File: src/design/sie_pkg.sv
// Shared types and constants for the shader instruction encoder.
// Holds function codes, opcodes, the controller state type and the decoded operand struct.
// No dependencies.
package sie_pkg;

  localparam int unsigned DESC_W = 22;

  localparam logic [3:0] FN_EMPTY = 4'd0;
  localparam logic [3:0] FN_MOV   = 4'd1;
  localparam logic [3:0] FN_DP4   = 4'd2;
  localparam logic [3:0] FN_MUL   = 4'd3;
  localparam logic [3:0] FN_RSQ   = 4'd4;
  localparam logic [3:0] FN_RCP   = 4'd5;
  localparam logic [3:0] FN_NOP   = 4'd6;
  localparam logic [3:0] FN_END   = 4'd7;
  localparam logic [3:0] FN_EX2   = 4'd8;
  localparam logic [3:0] FN_LG2   = 4'd9;

  localparam logic [5:0] OP_MOV = 6'h13;
  localparam logic [5:0] OP_DP4 = 6'h02;
  localparam logic [5:0] OP_MUL = 6'h08;
  localparam logic [5:0] OP_RSQ = 6'h0F;
  localparam logic [5:0] OP_RCP = 6'h0E;
  localparam logic [5:0] OP_EX2 = 6'h05;
  localparam logic [5:0] OP_LG2 = 6'h06;
  localparam logic [5:0] OP_NOP = 6'h21;
  localparam logic [5:0] OP_END = 6'h22;

  localparam logic [8:0] IDENTITY_SEL = 9'b000110110;
  localparam logic [3:0] FULL_MASK    = 4'hF;

  typedef enum logic [1:0] {
    ST_IDLE,
    ST_SEARCH,
    ST_DONE
  } state_t;

  typedef struct packed {
    logic [DESC_W-1:0] desc;
    logic [6:0]        s1_reg;
  } dec_t;

endpackage

File: src/design/shader_instruction_encoder_unit.sv
// An accepted item goes from idle to search, which reads the stored descriptors one per cycle
// up to the first hit. A miss over all of them appends the descriptor, or flags a full table.
// The done state then loads the result register; a new item is taken only back in idle.
// An empty item skips the search and goes straight to the done state.
// A stalled result holds the block until it can load. Reset (synchronous, active low) empties
// the table and the result register; table contents are not cleared.
module shader_instruction_encoder_unit #(
  parameter int unsigned TABLE_DEPTH = 128
) (
  input  logic        clk,
  input  logic        rst_n,
  input  logic        in_valid,
  output logic        in_stall,
  input  logic [3:0]  in_func,
  input  logic        in_src1_is_matrix,
  input  logic [15:0] in_src1_swizzle,
  input  logic [15:0] in_src2_swizzle,
  input  logic [15:0] in_dst_swizzle,
  input  logic [4:0]  in_dst_reg,
  input  logic [6:0]  in_src1_reg,
  input  logic [4:0]  in_src2_reg,
  output logic        out_valid,
  input  logic        out_stall,
  output logic [31:0] out_word,
  output logic        out_word_valid,
  output logic [6:0]  out_desc_index,
  output logic        out_desc_added,
  output logic [21:0] out_desc_word,
  output logic        out_table_full
);

  localparam int unsigned AW = (TABLE_DEPTH > 1) ? $clog2(TABLE_DEPTH) : 1;
  localparam int unsigned CW = $clog2(TABLE_DEPTH + 1);
  localparam logic [CW-1:0] DEPTH_C = CW'(TABLE_DEPTH);

  sie_pkg::state_t state_r, state_nxt;
  logic [CW-1:0]   count_r, count_nxt;
  logic [CW-1:0]   rd_addr_r, rd_addr_nxt;
  logic [CW-1:0]   cmp_addr_r, cmp_addr_nxt;
  logic            pend_r, pend_nxt;
  logic [3:0]      func_r, func_nxt;
  sie_pkg::dec_t   dec_r, dec_nxt;
  logic [4:0]      dreg_r, dreg_nxt;
  logic [4:0]      s2reg_r, s2reg_nxt;
  logic [6:0]      idx_r, idx_nxt;
  logic            added_r, added_nxt;
  logic            full_r, full_nxt;

  logic            out_valid_r, out_valid_nxt;
  logic [31:0]     out_word_r;
  logic            out_word_valid_r;
  logic [6:0]      out_idx_r;
  logic            out_added_r;
  logic [21:0]     out_desc_r;
  logic            out_full_r;

  sie_pkg::dec_t   dec_in;
  logic            mem_we;
  logic            mem_re;
  logic [21:0]     mem_rd_data;
  logic            accept;
  logic            issue;
  logic            hit;
  logic            out_load;
  logic [31:0]     word;
  logic            word_valid;
  logic [5:0]      opcode;
  logic [4:0]      s2_field;

  sie_decode u_decode (
    .is_matrix    (in_src1_is_matrix),
    .src1_swizzle (in_src1_swizzle),
    .src2_swizzle (in_src2_swizzle),
    .dst_swizzle  (in_dst_swizzle),
    .src1_reg     (in_src1_reg),
    .dec          (dec_in)
  );

  sie_desc_ram #(
    .DEPTH (TABLE_DEPTH),
    .AW    (AW)
  ) u_desc_ram (
    .clk     (clk),
    .wr_en   (mem_we),
    .wr_addr (count_r[AW-1:0]),
    .wr_data (dec_r.desc),
    .rd_en   (mem_re),
    .rd_addr (rd_addr_r[AW-1:0]),
    .rd_data (mem_rd_data)
  );

  assign accept   = in_valid && !in_stall;
  assign in_stall = (state_r != sie_pkg::ST_IDLE);
  assign issue    = (rd_addr_r < count_r);
  assign hit      = pend_r && (mem_rd_data == dec_r.desc);

  always_comb begin
    opcode     = '0;
    s2_field   = '0;
    word_valid = 1'b1;
    word       = '0;
    unique case (func_r)
      sie_pkg::FN_MOV: opcode = sie_pkg::OP_MOV;
      sie_pkg::FN_DP4: begin
        opcode   = sie_pkg::OP_DP4;
        s2_field = s2reg_r;
      end
      sie_pkg::FN_MUL: begin
        opcode   = sie_pkg::OP_MUL;
        s2_field = s2reg_r;
      end
      sie_pkg::FN_RSQ: opcode = sie_pkg::OP_RSQ;
      sie_pkg::FN_RCP: opcode = sie_pkg::OP_RCP;
      sie_pkg::FN_EX2: opcode = sie_pkg::OP_EX2;
      sie_pkg::FN_LG2: opcode = sie_pkg::OP_LG2;
      sie_pkg::FN_NOP: opcode = sie_pkg::OP_NOP;
      sie_pkg::FN_END: opcode = sie_pkg::OP_END;
      default:         word_valid = 1'b0;
    endcase
    if (func_r == sie_pkg::FN_NOP || func_r == sie_pkg::FN_END) begin
      word = {opcode, 26'd0};
    end else if (word_valid) begin
      word = {opcode, dreg_r, 2'b00, dec_r.s1_reg, s2_field, idx_r};
    end
  end

  always_comb begin
    state_nxt     = state_r;
    count_nxt     = count_r;
    rd_addr_nxt   = rd_addr_r;
    cmp_addr_nxt  = cmp_addr_r;
    pend_nxt      = 1'b0;
    func_nxt      = func_r;
    dec_nxt       = dec_r;
    dreg_nxt      = dreg_r;
    s2reg_nxt     = s2reg_r;
    idx_nxt       = idx_r;
    added_nxt     = added_r;
    full_nxt      = full_r;
    out_valid_nxt = out_valid_r && out_stall;
    mem_we        = 1'b0;
    mem_re        = 1'b0;
    out_load      = 1'b0;
    unique case (state_r)
      sie_pkg::ST_IDLE: begin
        if (accept) begin
          func_nxt    = in_func;
          dec_nxt     = dec_in;
          dreg_nxt    = in_dst_reg;
          s2reg_nxt   = in_src2_reg;
          idx_nxt     = '0;
          added_nxt   = 1'b0;
          full_nxt    = 1'b0;
          rd_addr_nxt = '0;
          state_nxt   = (in_func == sie_pkg::FN_EMPTY) ? sie_pkg::ST_DONE
                                                       : sie_pkg::ST_SEARCH;
        end
      end
      sie_pkg::ST_SEARCH: begin
        mem_re       = issue;
        pend_nxt     = issue;
        cmp_addr_nxt = rd_addr_r;
        if (issue) begin
          rd_addr_nxt = rd_addr_r + CW'(1);
        end
        if (hit) begin
          idx_nxt   = 7'(cmp_addr_r);
          pend_nxt  = 1'b0;
          state_nxt = sie_pkg::ST_DONE;
        end else if (!issue) begin
          if (count_r < DEPTH_C) begin
            mem_we    = 1'b1;
            idx_nxt   = 7'(count_r);
            count_nxt = count_r + CW'(1);
            added_nxt = 1'b1;
          end else begin
            full_nxt = 1'b1;
            idx_nxt  = '0;
          end
          state_nxt = sie_pkg::ST_DONE;
        end
      end
      sie_pkg::ST_DONE: begin
        if (!out_valid_r || !out_stall) begin
          out_load      = 1'b1;
          out_valid_nxt = 1'b1;
          state_nxt     = sie_pkg::ST_IDLE;
        end
      end
      default: state_nxt = sie_pkg::ST_IDLE;
    endcase
  end

  always_ff @(posedge clk) begin
    if (!rst_n) begin
      state_r     <= sie_pkg::ST_IDLE;
      count_r     <= '0;
      rd_addr_r   <= '0;
      cmp_addr_r  <= '0;
      pend_r      <= 1'b0;
      out_valid_r <= 1'b0;
    end else begin
      state_r     <= state_nxt;
      count_r     <= count_nxt;
      rd_addr_r   <= rd_addr_nxt;
      cmp_addr_r  <= cmp_addr_nxt;
      pend_r      <= pend_nxt;
      out_valid_r <= out_valid_nxt;
    end
  end

  always_ff @(posedge clk) begin
    func_r  <= func_nxt;
    dec_r   <= dec_nxt;
    dreg_r  <= dreg_nxt;
    s2reg_r <= s2reg_nxt;
    idx_r   <= idx_nxt;
    added_r <= added_nxt;
    full_r  <= full_nxt;
    if (out_load) begin
      if (func_r == sie_pkg::FN_EMPTY) begin
        out_word_r       <= '0;
        out_word_valid_r <= 1'b0;
        out_idx_r        <= '0;
        out_added_r      <= 1'b0;
        out_desc_r       <= '0;
        out_full_r       <= 1'b0;
      end else begin
        out_word_r       <= word;
        out_word_valid_r <= word_valid;
        out_idx_r        <= idx_r;
        out_added_r      <= added_r;
        out_desc_r       <= dec_r.desc;
        out_full_r       <= full_r;
      end
    end
  end

  assign out_valid      = out_valid_r;
  assign out_word       = out_word_r;
  assign out_word_valid = out_word_valid_r;
  assign out_desc_index = out_idx_r;
  assign out_desc_added = out_added_r;
  assign out_desc_word  = out_desc_r;
  assign out_table_full = out_full_r;

`ifndef SYNTHESIS
  a_count_bound: assert property (@(posedge clk) disable iff (!rst_n)
    count_r <= DEPTH_C)
    else $error("Descriptor count exceeds the table depth.");

  a_search_addr: assert property (@(posedge clk) disable iff (!rst_n)
    state_r == sie_pkg::ST_SEARCH |-> rd_addr_r <= count_r)
    else $error("Search read address ran past the stored descriptors.");

  a_load_from_done: assert property (@(posedge clk) disable iff (!rst_n)
    $rose(out_valid_r) |-> $past(state_r == sie_pkg::ST_DONE))
    else $error("Result register loaded outside the done state.");

  a_added_full: assert property (@(posedge clk) disable iff (!rst_n)
    out_valid_r |-> !(out_added_r && out_full_r))
    else $error("An item reports both an append and a full table.");

  a_append_count: assert property (@(posedge clk) disable iff (!rst_n)
    mem_we |=> count_r == $past(count_r) + CW'(1))
    else $error("Append did not advance the descriptor count.");
`endif

endmodule

File: src/design/sie_desc_ram.sv
// Operand descriptor table memory with one write port and one registered read port.
// Depends on sie_pkg for the descriptor width.
module sie_desc_ram #(
  parameter int unsigned DEPTH = 128,
  parameter int unsigned AW    = 7
) (
  input  logic                       clk,
  input  logic                       wr_en,
  input  logic [AW-1:0]              wr_addr,
  input  logic [sie_pkg::DESC_W-1:0] wr_data,
  input  logic                       rd_en,
  input  logic [AW-1:0]              rd_addr,
  output logic [sie_pkg::DESC_W-1:0] rd_data
);

  logic [sie_pkg::DESC_W-1:0] mem [DEPTH];
  logic [sie_pkg::DESC_W-1:0] rd_data_r;

  always_ff @(posedge clk) begin
    if (wr_en) begin
      mem[wr_addr] <= wr_data;
    end
  end

  always_ff @(posedge clk) begin
    if (rd_en) begin
      rd_data_r <= mem[rd_addr];
    end
  end

  assign rd_data = rd_data_r;

endmodule

File: src/design/sie_decode.sv
// Swizzle decoder that builds the operand descriptor and the effective source 1 register.
// Depends on sie_pkg for constants and the decoded operand struct.
module sie_decode (
  input  logic          is_matrix,
  input  logic [15:0]   src1_swizzle,
  input  logic [15:0]   src2_swizzle,
  input  logic [15:0]   dst_swizzle,
  input  logic [6:0]    src1_reg,
  output sie_pkg::dec_t dec
);

  function automatic logic [8:0] source_select(input logic [15:0] swz);
    logic [8:0] sel;
    logic [3:0] nib;
    logic [1:0] comp;
    sel = '0;
    if (swz == 16'd0) begin
      sel = sie_pkg::IDENTITY_SEL;
    end else begin
      for (int lane = 0; lane < 4; lane++) begin
        nib  = swz[lane*4 +: 4];
        comp = 2'(nib - 4'd1);
        if (nib >= 4'd1 && nib <= 4'd4) begin
          sel[7-lane*2 +: 2] = sel[7-lane*2 +: 2] | comp;
        end
      end
    end
    return sel;
  endfunction

  function automatic logic [3:0] dest_mask(input logic [15:0] swz);
    logic [3:0] mask;
    logic [3:0] nib;
    mask = '0;
    if (swz == 16'd0) begin
      mask = sie_pkg::FULL_MASK;
    end else begin
      for (int lane = 0; lane < 4; lane++) begin
        nib = swz[lane*4 +: 4];
        if (nib >= 4'd1 && nib <= 4'd4) begin
          mask[2'(4'd4 - nib)] = 1'b1;
        end
      end
    end
    return mask;
  endfunction

  logic [8:0] sel1;
  logic [8:0] sel2;

  assign sel1 = is_matrix ? sie_pkg::IDENTITY_SEL : source_select(src1_swizzle);
  assign sel2 = source_select(src2_swizzle);

  assign dec.desc   = {sel2, sel1, dest_mask(dst_swizzle)};
  assign dec.s1_reg = src1_reg + (is_matrix ? src1_swizzle[6:0] : 7'd0);

endmodule

File: config.mk
export PLATFORM = sky130hd
export DESIGN_NAME = shader_instruction_encoder_unit
export DESIGN_NICKNAME = d
export VERILOG_FILES = /design/src/design/sie_pkg.sv /design/src/design/shader_instruction_encoder_unit.sv /design/src/design/sie_desc_ram.sv /design/src/design/sie_decode.sv
export SDC_FILE = /design/constraint.sdc
export NUM_CORES = 2
export LEC_CHECK = 0
export BUFFER_PORTS_ARGS = -buffer_cell sky130_fd_sc_hd__clkbuf_2
export CORE_MARGIN = 3
export CORE_UTILIZATION = 35
export DETAILED_ROUTE_END_ITERATION = 10
export HOLD_SLACK_MARGIN = 0.15
export PLACE_DENSITY = 0.48
export SLEW_MARGIN = 25
export SYNTH_ARGS = -nofsm -noshare
export SYNTH_HDL_FRONTEND = slang
export SYNTH_SLANG_ARGS = --single-unit
File: constraint.sdc
create_clock -name clk -period 4 [get_ports clk]
set_input_delay 0.8 -clock clk [delete_from_list [all_inputs] [get_ports clk]]
set_output_delay 0.8 -clock clk [all_outputs]
set_load 0.05 [all_outputs]
==> impl_metrics.csv <==
group,metric,value,unit
power_and_ir_drop,seqPwrFrac,52.8,%
sta,relSlewSlack,24.3,%
die,start_util,35.2,%
cts,post_cts_buffers,0,
die,die_w,553,um
routing,dr_total_vias,53323,
cts,cts.path.max_buffers,4,
power_and_ir_drop,swShare,21.4,%
placed_design,finalWeightedCongestion,0.820,
synth,ys_ff_latch,2717,
global_routing,grt_remaining_overflow,0,
synth,yosysWarningCount,0,
worst_setup_path,worstSetupEndpointType,"flop",
cells_and_area,final_cells,9769,
synth,synth_ff_type,"edfxtp_1",
cells_and_area,layout-drive-gt1-share,28.8,%
power_and_ir_drop,power_frac_clock,43.1,%
worst_setup_path,path_max_fanout,48,
routing,first_iter_violations,6019,
sta,rsz0062_at_grt,"no",
status,outcome,"complete, no violations",
synth,synth_cell_types,65,
die,design.die.area,306000,sq um
synth,synth_edf_count,2690,
sta,worstMarginPinSlew,1140,ps
synth,syn_area,105000,sq um
die,io_pins,140,
flow_run,max-cap-violations,0,
cts,cts.sinks,2717,
routing,final_antenna_net_count,0,
cells_and_area,area_growth,17.8,%
routing,drc,0,
placed_design,dp.cells,9225,
sta,skew,56.4,ps
die,core_area,298000,sq um
power_and_ir_drop,vdd_ir_drop_max,0.343,mV
worst_setup_path,start_kind,"flop",
cts,worstSkewPairLatency,890,ps
worst_setup_path,critPathRequiredTime,4580,ps
cells_and_area,mostFrequentLayoutCells,"edfxtp_1, mux4_2, buf_4",
sta,hold_viol,0,
power_and_ir_drop,power_frac_comb,4.1,%
cts,clockRootBuffer,"clkbuf_16",
cts,htree_num_levels,5,
cells_and_area,final_util,41.5,%
routing,drt-pass1-iter-count,6,
power_and_ir_drop,p_sw,12.9,mW
routing,post_drt_wl_per_cell,32.0,um
min_path,worstHoldPathType,"input port to flop",
global_routing,grt_pass1_vias,53073,
power_and_ir_drop,leakage,37.6,nW
placed_design,hpwl,186,mm
global_routing,antenna_found_initial,11,
die,fp-row-count,200,
cells_and_area,final_common_cell,"edfxtp_1",
synth,async_flop_share,0,%
synth,postSynthCellCount,4997,
routing,wirelength,313,mm
worst_setup_path,critPathArrivalTime,4430,ps
synth,yosysSeqAreaShare,77.6,%
die,die_h,553,um
global_routing,grt.total_usage,20.1,%
sta,period_minus_slack,3840,ps
cts,cts_buffers,301,
cells_and_area,nNetsFinal,5716,
global_routing,grt_max_degree,130,
power_and_ir_drop,intPower,47.5,mW
sta,period_share,96.1,%
cts,cts_tree,"yes",
cells_and_area,n_fill_cell,25966,
synth,avgSynthCellArea,21.0,sq um
placed_design,portBuffers,135,
sta,setup_viol,0,
routing,vias_per_cell,5.46,
cts,path_clk_slew,60,ps
sta,timing.fmax,260,MHz
worst_setup_path,path_class,"flop to flop",
power_and_ir_drop,power_density,490,nW/um^2
global_routing,grt_pass1_wl,435,mm
sta,final_max_slew_viol_count,0,
==> power groups by stage <==
| stage | sequential [mW] | clock [mW] | combinational (mW) |
|---|---|---|---|
| 2_1_floorplan | 32.9 | 0 | 0.833 |
| 3_3_place_gp | 32.5 | 0 | 2.47 |
| 3_5_place_dp | 32.5 | 0 | 2.52 |
| 4_1_cts | 31.9 | 26.7 | 2.54 |
| 5_1_grt | 31.9 | 27.8 | 2.64 |
| 6_report | 31.9 | 26.1 | 2.47 |
==> final cells by class <==
class / instances / area, sq um / share of cell area [%]
well taps: 3939 / 4930 / 3.99
inverters: 39 / 146 / 0.119
repair buffers: 581 / 5020 / 4.07
flip-flops and latches: 2717 / 81300 / 65.9
clock buffers: 377 / 7970 / 6.45
diodes: 8 / 20.0 / 0.0162
multi-input cells: 1964 / 22900 / 18.6
clock inverters: 144 / 1130 / 0.915
==> what timing repair did <==
action	CTS	global route
endpoints found under the hold margin	14	0
resized for setup	2	2
hold buffers	14	0
endpoints found under the setup margin	2	2
==> stage by stage <==
step / hold WS, ps / setup slack (ps) / cell area (sq um) / total power, mW / TNS (ps)
detailed placement: 446 / -134 / 114000 / 35.0 / -143
CTS: 188 / 30.0 / 123000 / 61.1 / 0
finish: 260 / 158 / 123000 / 60.4 / 0
floorplan: 436 / -259 / 105000 / 33.7 / -211860
global route: 251 / 7.50 / 123000 / 62.4 / 0
global placement: 443 / -269 / 114000 / 34.9 / -657
==> cell usage after synthesis (3+ instances only) <==
master,number,area [sq um]
edfxtp_1,2690,80800
mux4_2,550,12400
mux2i_1,259,2590
nor2_1,207,777
a21oi_1,161,806
a22oi_1,139,1040
buf_2,128,641
clkbuf_1,103,387
nand2_1,96,360
a211oi_1,80,601
o21ai_0,43,215
o22ai_1,42,263
o221ai_1,40,350
nor2b_1,39,244
inv_1,38,143
ha_1,37,463
o211ai_1,36,270
and2_1,34,213
buf_1,29,109
dfxtp_1,27,541
xnor2_1,21,184
nand3_1,20,100
nor3_1,19,95.1
buf_4,16,120
nand4_1,16,100
nor4_1,14,87.6
nand2b_1,11,68.8
a221oi_1,10,87.6
a22o_1,8,70.1
xor2_1,7,61.3
a21o_1,6,45.0
and3_1,5,31.3
nor3b_1,5,37.5
a221o_1,4,40.0
a31oi_1,4,25.0
buf_6,4,45.0
nand3b_1,4,30.0
a2111oi_0,3,26.3
a31o_2,3,26.3
and4_1,3,26.3
o21bai_1,3,22.5
o31ai_1,3,22.5
or2_2,3,18.8
==> critical path, cell delays in order, from the launching register on <==
cell and delay, ps:
dfxtp_4 710, buf_12 430, mux4_2 580, mux2i_1 610, o211ai_1 300, a211oi_1 580
buf_4 220, nor2_1 50
==> kinds of logic (layout without fill, tap and decap cells) <==
group           after synthesis  count (layout)  synth area share, %
compound gates              597             597                 3.84
flops                      2717            2717                 77.6
other cells                   1              12              0.00358
buf+inv                     319            1141                 1.38
fa+ha+maj                    38              38                0.461
xor+xnor                     28              28                0.234
simple gates                487             487                 2.18
mux                         810             810                 14.3
==> path summary, 6_finish.rpt <==
| kind | depth (start not counted) | end | start | slack [ps] |
|---|---|---|---|---|
| worst max-delay path | 7 | u_desc_ram.rd_data[18]$_DFFE_PP_ | rd_addr_r[0]$_SDFFE_PN0P_ | 160 |
| worst min-delay path | 3 | out_valid$_SDFF_PN0_ | out_stall | 260 |
| worst max register to register | 7 | u_desc_ram.rd_data[18]$_DFFE_PP_ | rd_addr_r[0]$_SDFFE_PN0P_ | 160 |
| worst min register to register | 2 | cmp_addr_r[3]$_SDFFE_PN0P_ | cmp_addr_r[3]$_SDFFE_PN0P_ | 460 |
==> registers in the layout, indices dropped and copies added, names as in the netlist, 4 cells and up <==
name	count
u_desc_ram.mem	2560
func_r	4
count_r	8
out_desc_word	20
dreg_r	5
cmp_addr_r	7
s2reg_r	5
dec_r	27
u_desc_ram.rd_data	20
rd_addr_r	8
out_word	30
out_desc_index	7
idx_r	7
==> metal layers <==
metal | GRT usage [%] | part of all wire [%]
met1 | 29.1 | 44
met2 | 32.2 | 48
met3 | 3.08 | 6.3
met4 | 4.38 | 2.0
met5 | 0 | 0.0086
(Power assumes the default switching activity.)
